--- src/sv/msr_pkg.sv ---
package msr_pkg;

   // Default number of motor channels.
   localparam int CHANNELS_DEF = 7;

   // Depth of the command queue between front and back.
   localparam int CMD_DEPTH = 2;

   // Depth of the result queue in front of the result ports.
   localparam int RSP_DEPTH = 4;

   // Fixed field widths of the request and response beats.
   localparam int OP_W    = 2;
   localparam int CHAN_W  = 3;
   localparam int VALUE_W = 8;
   localparam int DUTY_W  = 8;

   // Request operation codes.
   typedef enum logic [OP_W-1:0] {
      OP_TICK  = 2'd0,
      OP_SPEED = 2'd1,
      OP_DIR   = 2'd2,
      OP_NONE  = 2'd3
   } op_type;

   // Command handed from the front to the back. For a direction write the
   // value is already reduced to a single reverse bit in bit 0.
   typedef struct packed {
      op_type               op;
      logic [CHAN_W-1:0]    channel;
      logic [VALUE_W-1:0]   value;
   } cmd_type;

   // One result beat.
   typedef struct packed {
      logic [CHAN_W-1:0]    out_channel;
      logic [DUTY_W-1:0]    duty;
      logic                 reverse;
      logic                 last;
   } rsp_type;

   // Status of a queue as seen by its neighbors.
   typedef struct packed {
      logic full;
      logic empty;
   } qstat_type;

endpackage

--- src/sv/msr_queue.sv ---
module msr_queue #(
   parameter int WIDTH = 8,
   parameter int DEPTH = 2
) (
   input  logic               clock,
   input  logic               reset,
   input  logic               push,
   input  logic [WIDTH-1:0]   wdata,
   input  logic               pop,
   output logic [WIDTH-1:0]   rdata,
   output msr_pkg::qstat_type stat
);
   import msr_pkg::*;

   localparam int PW   = (DEPTH > 1) ? $clog2(DEPTH) : 1;
   localparam int CNTW = $clog2(DEPTH + 1);

   logic [WIDTH-1:0] mem_ff [DEPTH];
   logic [PW-1:0]    wr_ptr_ff, wr_ptr_in;
   logic [PW-1:0]    rd_ptr_ff, rd_ptr_in;
   logic [CNTW-1:0]  count_ff, count_in;
   logic             do_push, do_pop;

   // Status and the head entry, shown as long as the queue holds a beat.
   assign stat.full  = (count_ff == CNTW'(DEPTH));
   assign stat.empty = (count_ff == '0);
   assign rdata      = mem_ff[rd_ptr_ff];

   assign do_push = push && !stat.full;
   assign do_pop  = pop && !stat.empty;

   // Pointer and fill count updates.
   always_comb begin
      wr_ptr_in = wr_ptr_ff;
      rd_ptr_in = rd_ptr_ff;
      count_in  = count_ff;
      if (do_push) begin
         wr_ptr_in = (wr_ptr_ff == PW'(DEPTH - 1)) ? '0 : wr_ptr_ff + PW'(1);
      end
      if (do_pop) begin
         rd_ptr_in = (rd_ptr_ff == PW'(DEPTH - 1)) ? '0 : rd_ptr_ff + PW'(1);
      end
      unique case ({do_push, do_pop})
         2'b10: begin
            count_in = count_ff + CNTW'(1);
         end
         2'b01: begin
            count_in = count_ff - CNTW'(1);
         end
         default: begin
            count_in = count_ff;
         end
      endcase
   end

   always_ff @(posedge clock) begin
      if (reset) begin
         wr_ptr_ff <= '0;
         rd_ptr_ff <= '0;
         count_ff  <= '0;
      end else begin
         wr_ptr_ff <= wr_ptr_in;
         rd_ptr_ff <= rd_ptr_in;
         count_ff  <= count_in;
      end
   end

   // Storage needs no reset.
   always_ff @(posedge clock) begin
      if (do_push) begin
         mem_ff[wr_ptr_ff] <= wdata;
      end
   end

endmodule

--- src/sv/msr_front.sv ---
module msr_front #(
   parameter int CHANNELS = msr_pkg::CHANNELS_DEF
) (
   input  logic                        req_push,
   input  logic [msr_pkg::OP_W-1:0]    req_op,
   input  logic [msr_pkg::CHAN_W-1:0]  req_channel,
   input  logic [msr_pkg::VALUE_W-1:0] req_value,
   output logic                        req_full,
   input  msr_pkg::qstat_type          cmd_stat,
   output logic                        cmd_push,
   output msr_pkg::cmd_type            cmd_data
);
   import msr_pkg::*;

   logic   accept;
   logic   keep;
   op_type op;

   // A beat is taken whenever the command queue has room.
   assign req_full = cmd_stat.full;
   assign accept   = req_push && !req_full;
   assign op       = op_type'(req_op);

   // Classify the beat: ticks always go on, writes only to a channel that
   // exists, and the unused code is dropped here.
   always_comb begin
      keep             = 1'b0;
      cmd_data.op      = op;
      cmd_data.channel = req_channel;
      cmd_data.value   = req_value;
      unique case (op)
         OP_TICK: begin
            keep = 1'b1;
         end
         OP_SPEED: begin
            keep = (32'(req_channel) < CHANNELS);
         end
         OP_DIR: begin
            keep           = (32'(req_channel) < CHANNELS);
            cmd_data.value = {{(VALUE_W - 1){1'b0}}, |req_value};
         end
         default: begin
            keep = 1'b0;
         end
      endcase
   end

   assign cmd_push = accept && keep;

endmodule

--- src/sv/msr_back.sv ---
module msr_back #(
   parameter int CHANNELS = msr_pkg::CHANNELS_DEF
) (
   input  logic               clock,
   input  logic               reset,
   input  msr_pkg::cmd_type   cmd_data,
   input  msr_pkg::qstat_type cmd_stat,
   output logic               cmd_pop,
   input  msr_pkg::qstat_type rsp_stat,
   output logic               rsp_push,
   output msr_pkg::rsp_type   rsp_data
);
   import msr_pkg::*;

   localparam int CW = (CHANNELS > 1) ? $clog2(CHANNELS) : 1;

   typedef enum logic {
      ST_IDLE,
      ST_TICK
   } state_type;

   state_type         state_ff, state_in;
   logic [CW-1:0]     ch_ff, ch_in;
   logic [DUTY_W-1:0] target_speed_ff    [CHANNELS];
   logic [DUTY_W-1:0] target_speed_in    [CHANNELS];
   logic              target_reverse_ff  [CHANNELS];
   logic              target_reverse_in  [CHANNELS];
   logic [DUTY_W-1:0] applied_duty_ff    [CHANNELS];
   logic [DUTY_W-1:0] applied_duty_in    [CHANNELS];
   logic              applied_reverse_ff [CHANNELS];
   logic              applied_reverse_in [CHANNELS];

   logic [CW-1:0]     wr_idx;
   logic [DUTY_W-1:0] duty_cur, speed_cur, duty_next;
   logic              rev_cur, trev_cur, rev_next;
   logic              at_last;

   assign wr_idx  = CW'(cmd_data.channel);
   assign at_last = (ch_ff == CW'(CHANNELS - 1));

   // Ramp step for the channel under the counter.
   always_comb begin
      duty_cur  = applied_duty_ff[ch_ff];
      rev_cur   = applied_reverse_ff[ch_ff];
      speed_cur = target_speed_ff[ch_ff];
      trev_cur  = target_reverse_ff[ch_ff];
      duty_next = duty_cur;
      rev_next  = rev_cur;
      priority if (rev_cur != trev_cur) begin
         if (duty_cur != '0) begin
            duty_next = duty_cur - DUTY_W'(1);
         end else begin
            rev_next = trev_cur;
         end
      end else if (duty_cur < speed_cur) begin
         duty_next = duty_cur + DUTY_W'(1);
      end else if (duty_cur > speed_cur) begin
         duty_next = duty_cur - DUTY_W'(1);
      end
   end

   // Result beat for the channel under the counter.
   assign rsp_data.out_channel = CHAN_W'(ch_ff);
   assign rsp_data.duty        = duty_next;
   assign rsp_data.reverse     = rev_next;
   assign rsp_data.last        = at_last;

   // Sequencer: writes are applied as they are popped, a tick walks all channels.
   always_comb begin
      state_in           = state_ff;
      ch_in              = ch_ff;
      target_speed_in    = target_speed_ff;
      target_reverse_in  = target_reverse_ff;
      applied_duty_in    = applied_duty_ff;
      applied_reverse_in = applied_reverse_ff;
      cmd_pop            = 1'b0;
      rsp_push           = 1'b0;
      unique case (state_ff)
         ST_IDLE: begin
            if (!cmd_stat.empty) begin
               cmd_pop = 1'b1;
               unique case (cmd_data.op)
                  OP_SPEED: begin
                     target_speed_in[wr_idx] = cmd_data.value;
                  end
                  OP_DIR: begin
                     target_reverse_in[wr_idx] = cmd_data.value[0];
                  end
                  OP_TICK: begin
                     state_in = ST_TICK;
                     ch_in    = '0;
                  end
                  default: begin
                     state_in = ST_IDLE;
                  end
               endcase
            end
         end
         ST_TICK: begin
            if (!rsp_stat.full) begin
               rsp_push                  = 1'b1;
               applied_duty_in[ch_ff]    = duty_next;
               applied_reverse_in[ch_ff] = rev_next;
               if (at_last) begin
                  state_in = ST_IDLE;
               end else begin
                  ch_in = ch_ff + CW'(1);
               end
            end
         end
         default: begin
            state_in = ST_IDLE;
         end
      endcase
   end

   always_ff @(posedge clock) begin
      if (reset) begin
         state_ff           <= ST_IDLE;
         ch_ff              <= '0;
         target_speed_ff    <= '{default: '0};
         target_reverse_ff  <= '{default: 1'b0};
         applied_duty_ff    <= '{default: '0};
         applied_reverse_ff <= '{default: 1'b0};
      end else begin
         state_ff           <= state_in;
         ch_ff              <= ch_in;
         target_speed_ff    <= target_speed_in;
         target_reverse_ff  <= target_reverse_in;
         applied_duty_ff    <= applied_duty_in;
         applied_reverse_ff <= applied_reverse_in;
      end
   end

endmodule

--- src/sv/multi_channel_speed_ramp_unit.sv ---
// Channel    Direction  Handshake          Beat
// req_       in         push / full        op, channel, value
// rsp_       out        empty / pop        out_channel, duty, reverse, last
//
// A write beat is applied in the back end as it is popped; a tick takes the
// command, then walks the channels one by one with the single shared ramp
// step on the channel counter.
// Synchronous reset clears all targets, applied duties and directions.
// The command queue lets new beats in while a tick runs; the result queue
// holds finished beats, and the back end pauses when it is full.
module multi_channel_speed_ramp_unit #(
   parameter int CHANNELS = msr_pkg::CHANNELS_DEF
) (
   input  logic                        clock,
   input  logic                        reset,
   input  logic                        req_push,
   output logic                        req_full,
   input  logic [msr_pkg::OP_W-1:0]    req_op,
   input  logic [msr_pkg::CHAN_W-1:0]  req_channel,
   input  logic [msr_pkg::VALUE_W-1:0] req_value,
   output logic                        rsp_empty,
   input  logic                        rsp_pop,
   output logic [msr_pkg::CHAN_W-1:0]  rsp_out_channel,
   output logic [msr_pkg::DUTY_W-1:0]  rsp_duty,
   output logic                        rsp_reverse,
   output logic                        rsp_last
);
   import msr_pkg::*;

   localparam int CMD_W = $bits(cmd_type);
   localparam int RSP_W = $bits(rsp_type);

   cmd_type    cmd_wdata, cmd_rdata;
   logic       cmd_push, cmd_pop;
   qstat_type  cmd_stat;
   rsp_type    rsp_wdata, rsp_rdata;
   logic       rsp_push;
   qstat_type  rsp_stat;
   logic [CMD_W-1:0] cmd_rvec;
   logic [RSP_W-1:0] rsp_rvec;

   // Front end: takes and classifies request beats.
   msr_front #(
      .CHANNELS (CHANNELS)
   ) u_front (
      .req_push    (req_push),
      .req_op      (req_op),
      .req_channel (req_channel),
      .req_value   (req_value),
      .req_full    (req_full),
      .cmd_stat    (cmd_stat),
      .cmd_push    (cmd_push),
      .cmd_data    (cmd_wdata)
   );

   // Command queue between the two halves.
   msr_queue #(
      .WIDTH (CMD_W),
      .DEPTH (CMD_DEPTH)
   ) u_cmd_queue (
      .clock (clock),
      .reset (reset),
      .push  (cmd_push),
      .wdata (cmd_wdata),
      .pop   (cmd_pop),
      .rdata (cmd_rvec),
      .stat  (cmd_stat)
   );

   assign cmd_rdata = cmd_type'(cmd_rvec);

   // Back end: holds the channel state and runs the ramp.
   msr_back #(
      .CHANNELS (CHANNELS)
   ) u_back (
      .clock    (clock),
      .reset    (reset),
      .cmd_data (cmd_rdata),
      .cmd_stat (cmd_stat),
      .cmd_pop  (cmd_pop),
      .rsp_stat (rsp_stat),
      .rsp_push (rsp_push),
      .rsp_data (rsp_wdata)
   );

   // Result queue in front of the response ports.
   msr_queue #(
      .WIDTH (RSP_W),
      .DEPTH (RSP_DEPTH)
   ) u_rsp_queue (
      .clock (clock),
      .reset (reset),
      .push  (rsp_push),
      .wdata (rsp_wdata),
      .pop   (rsp_pop),
      .rdata (rsp_rvec),
      .stat  (rsp_stat)
   );

   assign rsp_rdata       = rsp_type'(rsp_rvec);
   assign rsp_empty       = rsp_stat.empty;
   assign rsp_out_channel = rsp_rdata.out_channel;
   assign rsp_duty        = rsp_rdata.duty;
   assign rsp_reverse     = rsp_rdata.reverse;
   assign rsp_last        = rsp_rdata.last;

endmodule

--- config.mk ---
export PLATFORM = sky130hd
export DESIGN_NAME = multi_channel_speed_ramp_unit
export DESIGN_NICKNAME = d
export VERILOG_FILES = /design/src/sv/msr_pkg.sv /design/src/sv/msr_queue.sv /design/src/sv/msr_front.sv /design/src/sv/msr_back.sv /design/src/sv/multi_channel_speed_ramp_unit.sv
export SDC_FILE = /design/constraint.sdc
export NUM_CORES = 1
export LEC_CHECK = 0
export BUFFER_PORTS_ARGS = -buffer_cell sky130_fd_sc_hd__buf_2
export CAP_MARGIN = 20
export CORE_AREA = 4 4 150 152
export CTS_BUF_LIST = sky130_fd_sc_hd__clkbuf_4
export DETAILED_ROUTE_END_ITERATION = 8
export DIE_AREA = 0 0 154 156
export PLACE_DENSITY = 0.73
export SYNTH_ARGS = -nofsm -noshare
export SYNTH_HDL_FRONTEND = slang
export SYNTH_SLANG_ARGS = --single-unit
--- constraint.sdc ---
create_clock -name clock -period 4.4 [get_ports clock]
set_input_delay 0.22 -clock clock [delete_from_list [all_inputs] [get_ports clock]]
set_output_delay 0.22 -clock clock [all_outputs]
set_load 0.1 [all_outputs]
==> Yosys cells after proc, flatten, opt, wreduce, memory -nomap -nowiden <==
Memory sizes are Yosys's and may differ from the RTL's. A register that Yosys moved wholly into a read port is not among the register bits.
Cells that the tools add are included.
{ "totals": {"regBits": 141, "n_memories": 2, "wordCells": 164, "in_bits": 17, "out_inout_bits": 15, "ramBits": 78} }
{ "classes": {"n_eq_ne": 18, "n_lt_le_gt_ge": 7, "addsub": 11, "reduce_logical": 25, "n_bitwise": 5, "n_mux": 60} }
{ "mem_list": {"columns": ["name", "depth", "width", "rd", "rd_clocked_by_memory_dff", "wr", "line_no", "rtl"], "rows": [
  ["u_rsp_queue.mem_ff", 4, 13, 1, 1, 1, "msr_queue.sv:18", "logic [WIDTH-1:0] mem_ff [DEPTH];"],
  ["u_cmd_queue.mem_ff", 2, 13, 1, 1, 1, "msr_queue.sv:18", null]
]} }
{ "op_table": {"columns": ["operator", "count"], "rows": [
  ["56-bit bitwise mux", 2],
  ["8-bit 2-to-1 mux", 11],
  ["8-bit binary-select mux with 3-bit select", 2],
  ["8-bit demux with 3-bit select", 2],
  ["1-bit 2-to-1 mux", 24],
  ["7-bit bitwise mux", 2],
  ["2-bit equality test, second input constant", 7],
  ["3-bit 2-to-1 mux", 4],
  ["3-bit case mux with 2 select lines", 2],
  ["8-bit by 1-bit adder with 8-bit output, second input constant", 1],
  ["2-bit by 1-bit equality test with 1-bit output, second input constant", 4],
  ["4-bit greater-or-equal comparator, second input constant", 2],
  ["8-bit > comparator", 1],
  ["1-bit logical AND", 8],
  ["4-bit by 1-bit less-than comparator with 1-bit output, second input constant", 2],
  ["8-bit less-than comparator", 1],
  ["2-bit 2-to-1 mux", 4],
  ["2-bit != test, second input constant", 4],
  ["3-bit NOT with 4-bit output", 2],
  ["8-bit nonzero test", 1],
  ["8-bit OR reduction", 1],
  ["8-bit by 1-bit subtractor with 8-bit output, second input constant", 1],
  ["2-bit by 1-bit adder with 2-bit output, second input constant", 3],
  ["3-bit by 1-bit adder with 3-bit output, second input constant", 2],
  ["19 further kinds", 33]
]} }

==> Logic depth before layout (Yosys ltp) <==
{ "logic_depth": {"depth_word": 9, "ltp_mapped": 19, "mapped_depth_nobuf": 14} }

==> By module <==
A second synthesis with hierarchy kept.
{ "unflattened": {"cells_unflattened": 933, "hier_area_um2": 10302.4} }
{ "modules_own_cells": {"columns": ["mod", "cells_each", "seq_area_each_um2", "area_each_um2", "n_inst"], "rows": [
  ["msr_back", 720, 2602.5, 6586.3, 1],
  ["msr_queue (u_rsp_queue)", 121, 1741.7, 2363.5, 1],
  ["msr_queue (u_cmd_queue)", 66, 880.8, 1156.1, 1],
  ["msr_front", 26, 0.0, 196.4, 1]
]} }

==> Worst setup path after synthesis <==
Ideal clock, no wire load.
{ "synth_path": {"path_kind": "register to register", "from": "register u_back.ch_ff[0]", "to": "memory u_rsp_queue.mem_ff[0][7] (netlist bit), data pin", "required_time_ns": 4.118, "setup_ns": 0.282, "path_slack_ns": 0.143, "t_arrival_ns": 3.975, "stages_incl_launch_ff": 19, "path_buffers": 5, "synth_period_minus_slack_ns": 4.257, "path_cell_list": "dfxtp_1 buf_6 buf_4 clkbuf_1 clkbuf_1 and3_1 a221oi_1 o22ai_1 a31oi_1 ha_1 nand2_1 o21bai_1 a211oi_1 nor2_1 or2_0 clkbuf_1 and4_1 a211oi_2 inv_1"} }
{ "synth_rtl": {"columns": ["element", "line_no", "rtl"], "rows": [
  ["from (decl)", "msr_back.sv:23", "logic [CW-1:0] ch_ff, ch_in;"],
  ["from (signal assigned)", "msr_back.sv:127", "ch_ff <= ch_in;"],
  ["to (decl)", "msr_queue.sv:18", null]
]} }

==> results.ini <==
[placed_design]
port-buffer-count = 31
globalplace.congestion = 0.8976
hpwl_after_dpl_um = 15890
placed_area_mm2 = 0.01099
post-place-ws_ns = 0.3791
place_inst = 1238

[logic_synthesis]
postSynthRegisterBits = 222
syn_nets = 984
synth-async-reset-ratio = 0
synthesis.area_per_instance_um2 = 11.05
ys_types = 91
synthCells = 943
synth-seq-area-share = 0.5013
synth_edf_count = 78
netlist_area_mm2 = 0.01042
yosys_warnings = 0
postSynth.topFlopCell = sky130_fd_sc_hd__dfxtp_1

[sta]
worst_slew_pin_slew_ns = 1.001
setup-violations-final = 0
max-slew-margin-rel = 0.3288
fmax_ghz = 0.2437
timing.clock.skew_ns = 0.06217
sum_of_negative_setup_slack_ns = 0
rsz0062_at_grt = false
report.final.slew_viol_count = 0
finalHoldViolCount = 0
finalWorstSetupSlack_ns = 0.2968
period_share = 0.9325
post-route-min-period_ns = 4.103

[global_routing]
initial_antenna_violation_count = 1
grt_max_degree = 77
residual_overflow_from_global_routing = 0
first_global_vias = 7630
grt_util_all_layers = 0.1965
grt_pass1_wl_um = 38810

[final_layout]
area_growth_pct = 14.11
utilization = 0.5657
mostFrequentLayoutCell = sky130_fd_sc_hd__nor2_1
filler_cell_count = 1787
final_area_mm2 = 0.01189
register_area_mm2 = 0.005229
final_layout_size_suffix_gt1_frac = 0.2336
layout.cells.most_common_list = sky130_fd_sc_hd__nor2_1 (147), sky130_fd_sc_hd__dfxtp_1 (141), sky130_fd_sc_hd__mux2i_1 (93)
layoutNonFillerInstCount = 1359
multi_input_area_mm2 = 0.004835
final_stage_net_count = 1080

[worst_setup_path]
crit_path_top_delay_cell = sky130_fd_sc_hd__dfxtp_2
reg2reg_from = u_back.ch_ff[2]$_SDFFE_PP0P_
timing.critical_path.buf_inv = 3
worst-endpoint-arrival_ns = 4.49
worst_ep_required_time_ns = 4.79
cpPeakStageDelay_ns = 0.78
timing.reg2reg.worst_path_depth = 14
endpoint_kind = flop
path_class = reg2reg
path_delay_family = compound AO/OA/AOI/OAI gates
crit_path_launch_type = flop
r2r-end = u_rsp_queue.mem_ff[1][2]$_DFFE_PP_
worst-path-max-fanout = 29
timing.reg2reg.setup_slack_ns = 0.30
critical_path.cell_chain = nand2b_1, nor2_1, a311oi_4, inv_1, ha_1, nand2_1, o21bai_1, a211oi_1, nor2_1, buf_4, nor3b_1, a21oi_2, xnor2_2, inv_1

[drt]
vias = 7498
wire_length_after_detailed_routing_um = 23380
vias_per_cell = 5.517
drt-pass1-iter-count = 5
route.antenna.remaining_nets = 0
iteration_0_drc_markers = 491
routed_wire_length_per_instance_um = 17.20
post-route-drc-count = 0

[power_and_ir_drop]
total_leakage_power_nw = 4.631
power_density_mw_per_mm2 = 572.7
vdd.ir_drop.worst_uv = 289.4

[floorplanning]
pin_count = 32
rows = 53
dieWidth_um = 154
floorplan.die.height_um = 156
initial_utilization = 0.4958
die_area_mm2 = 0.02402
core_region_area_mm2 = 0.02102

[cts]
numCtsBuffers = 55
cts_num_sinks = 222
worst_setup_hold_path_clk_slew_ns = 0.07
cts_tree = yes
buffer_cell_driving_the_clock_tree_root = sky130_fd_sc_hd__clkbuf_4
cts_buffer_depth = 3
worstSkewPairLatency_ns = 0.69
htree_num_levels = 2

[min_path]
timing.hold.worst_path_depth = 2
min_to = u_cmd_queue.mem_ff[1][9]$_DFFE_PP_
hold_start = req_channel[1]
min_path_type = in2reg

[outcome]
result_of_the_run = complete, no violations

[run]
drv_cap = 0

[through the flow]
| step | hold WS (ns) | total power, mW |
|---|---|---|
| 6_report | 0.3132 | 6.811 |
| 5_1_grt | 0.2706 | 7.205 |
| 4_1_cts | 0.2699 | 6.844 |
| 3_5_place_dp | 0.4292 | 5.118 |
| 3_3_place_gp | 0.4269 | 5.082 |
| 2_1_floorplan | 0.3189 | 4.457 |
[state kept, by name, indices dropped and copies added (netlist names), named ones only]
register and flops:
u_cmd_queue.rd_ptr_ff 1, u_rsp_queue.count_ff 3, u_back.applied_reverse_ff 7, u_rsp_queue.mem_ff 52, u_back.ch_ff 3, u_cmd_queue.wr_ptr_ff 1, u_rsp_queue.rd_ptr_ff 2, u_back.state_ff 1
u_back.applied_duty_ff 56, u_cmd_queue.mem_ff 26, u_back.target_reverse_ff 7, u_rsp_queue.wr_ptr_ff 2, u_cmd_queue.count_ff 2, u_back.target_speed_ff 56
[worst max path at each step]
stage          slack [ns]                                      end  cells past startpoint                    startpoint
2_1_floorplan        0.14       u_rsp_queue.mem_ff[0][7]$_DFFE_PP_                     18  u_back.ch_ff[0]$_SDFFE_PP0P_
3_3_place_gp         0.41       u_rsp_queue.mem_ff[0][2]$_DFFE_PP_                     14  u_back.ch_ff[2]$_SDFFE_PP0P_
3_5_place_dp         0.38       u_rsp_queue.mem_ff[1][1]$_DFFE_PP_                     11  u_back.ch_ff[2]$_SDFFE_PP0P_
4_1_cts              0.36       u_rsp_queue.mem_ff[2][2]$_DFFE_PP_                     14  u_back.ch_ff[2]$_SDFFE_PP0P_
5_1_grt              0.11  u_back.applied_duty_ff[18]$_SDFFE_PP0P_                     16  u_back.ch_ff[2]$_SDFFE_PP0P_
6_report             0.30       u_rsp_queue.mem_ff[1][2]$_DFFE_PP_                     14  u_back.ch_ff[2]$_SDFFE_PP0P_
[per-layer routing]
metal | vias up | GRT usage | routed length (µm)
li1 | 3701 | - | -
met5 | - | 0 | 0
met1 | 3590 | 0.2491 | 10560
met4 | 0 | 0.08032 | 503
met3 | 39 | 0.03467 | 945
met2 | 168 | 0.3342 | 11370
[area by class of cell]
class / count / share of cell area
Antenna cell: 1 / 0.0002104
Clock buffer: 86 / 0.05429
Clock inverter: 15 / 0.005786
Inverter: 31 / 0.009784
Multi-Input combinational cell: 640 / 0.4065
Sequential cell: 222 / 0.4397
Tap cell: 275 / 0.02893
Timing Repair Buffer: 89 / 0.05481
[where the power goes]
group | internal, mW | total [mW] | switching (mW) | leakage [nW]
Combinational | 0.854 | 2.59 | 1.74 | 2.33
Clock | 0.891 | 1.70 | 0.805 | 0.428
Sequential | 2.41 | 2.53 | 0.120 | 1.88
[cells by family (layout without fill, tap and decap cells)]
family          count (synthesis)  after routing  synth area share
flops                         222            222            0.5013
xor+xnor                       13             13           0.01165
buf+inv                        81            221           0.03577
fa+ha+maj                      24             24           0.02953
other cells                     0              1                 0
mux                           134            134            0.1533
compound gates                179            179            0.1367
simple gates                  290            290            0.1317
[Yosys cell counts, types with 6 or more instances]
cell | instances | share of area
sky130_fd_sc_hd__a211oi_2 | 11 | 0.013
sky130_fd_sc_hd__mux2i_1 | 93 | 0.089
sky130_fd_sc_hd__xnor2_1 | 8 | 0.0067
sky130_fd_sc_hd__buf_6 | 7 | 0.0076
sky130_fd_sc_hd__nor3b_1 | 6 | 0.0043
sky130_fd_sc_hd__nand3_1 | 10 | 0.0048
sky130_fd_sc_hd__o22ai_1 | 8 | 0.0048
sky130_fd_sc_hd__a211oi_1 | 17 | 0.012
sky130_fd_sc_hd__nor2_1 | 147 | 0.053
sky130_fd_sc_hd__nand2_1 | 52 | 0.019
sky130_fd_sc_hd__edfxtp_1 | 78 | 0.22
sky130_fd_sc_hd__a31oi_1 | 16 | 0.0096
sky130_fd_sc_hd__a311oi_1 | 9 | 0.0076
sky130_fd_sc_hd__clkbuf_1 | 35 | 0.013
sky130_fd_sc_hd__mux2_2 | 20 | 0.022
sky130_fd_sc_hd__nor3_1 | 16 | 0.0077
sky130_fd_sc_hd__o21ai_0 | 30 | 0.014
sky130_fd_sc_hd__ha_1 | 23 | 0.028
sky130_fd_sc_hd__nand2b_1 | 6 | 0.0036
sky130_fd_sc_hd__dfxtp_1 | 144 | 0.28
sky130_fd_sc_hd__nor2b_1 | 14 | 0.0084
sky130_fd_sc_hd__and3_1 | 7 | 0.0042
sky130_fd_sc_hd__a21oi_1 | 30 | 0.014
sky130_fd_sc_hd__mux4_2 | 17 | 0.037
sky130_fd_sc_hd__inv_1 | 30 | 0.011
[timing repair]
action,CTS,global route
setup buffers,0,0
endpoints found under the hold margin,40,0
gates resized for setup,0,0
hold buffers,17,0
Note: power is estimated with default switching activity, not from simulation.
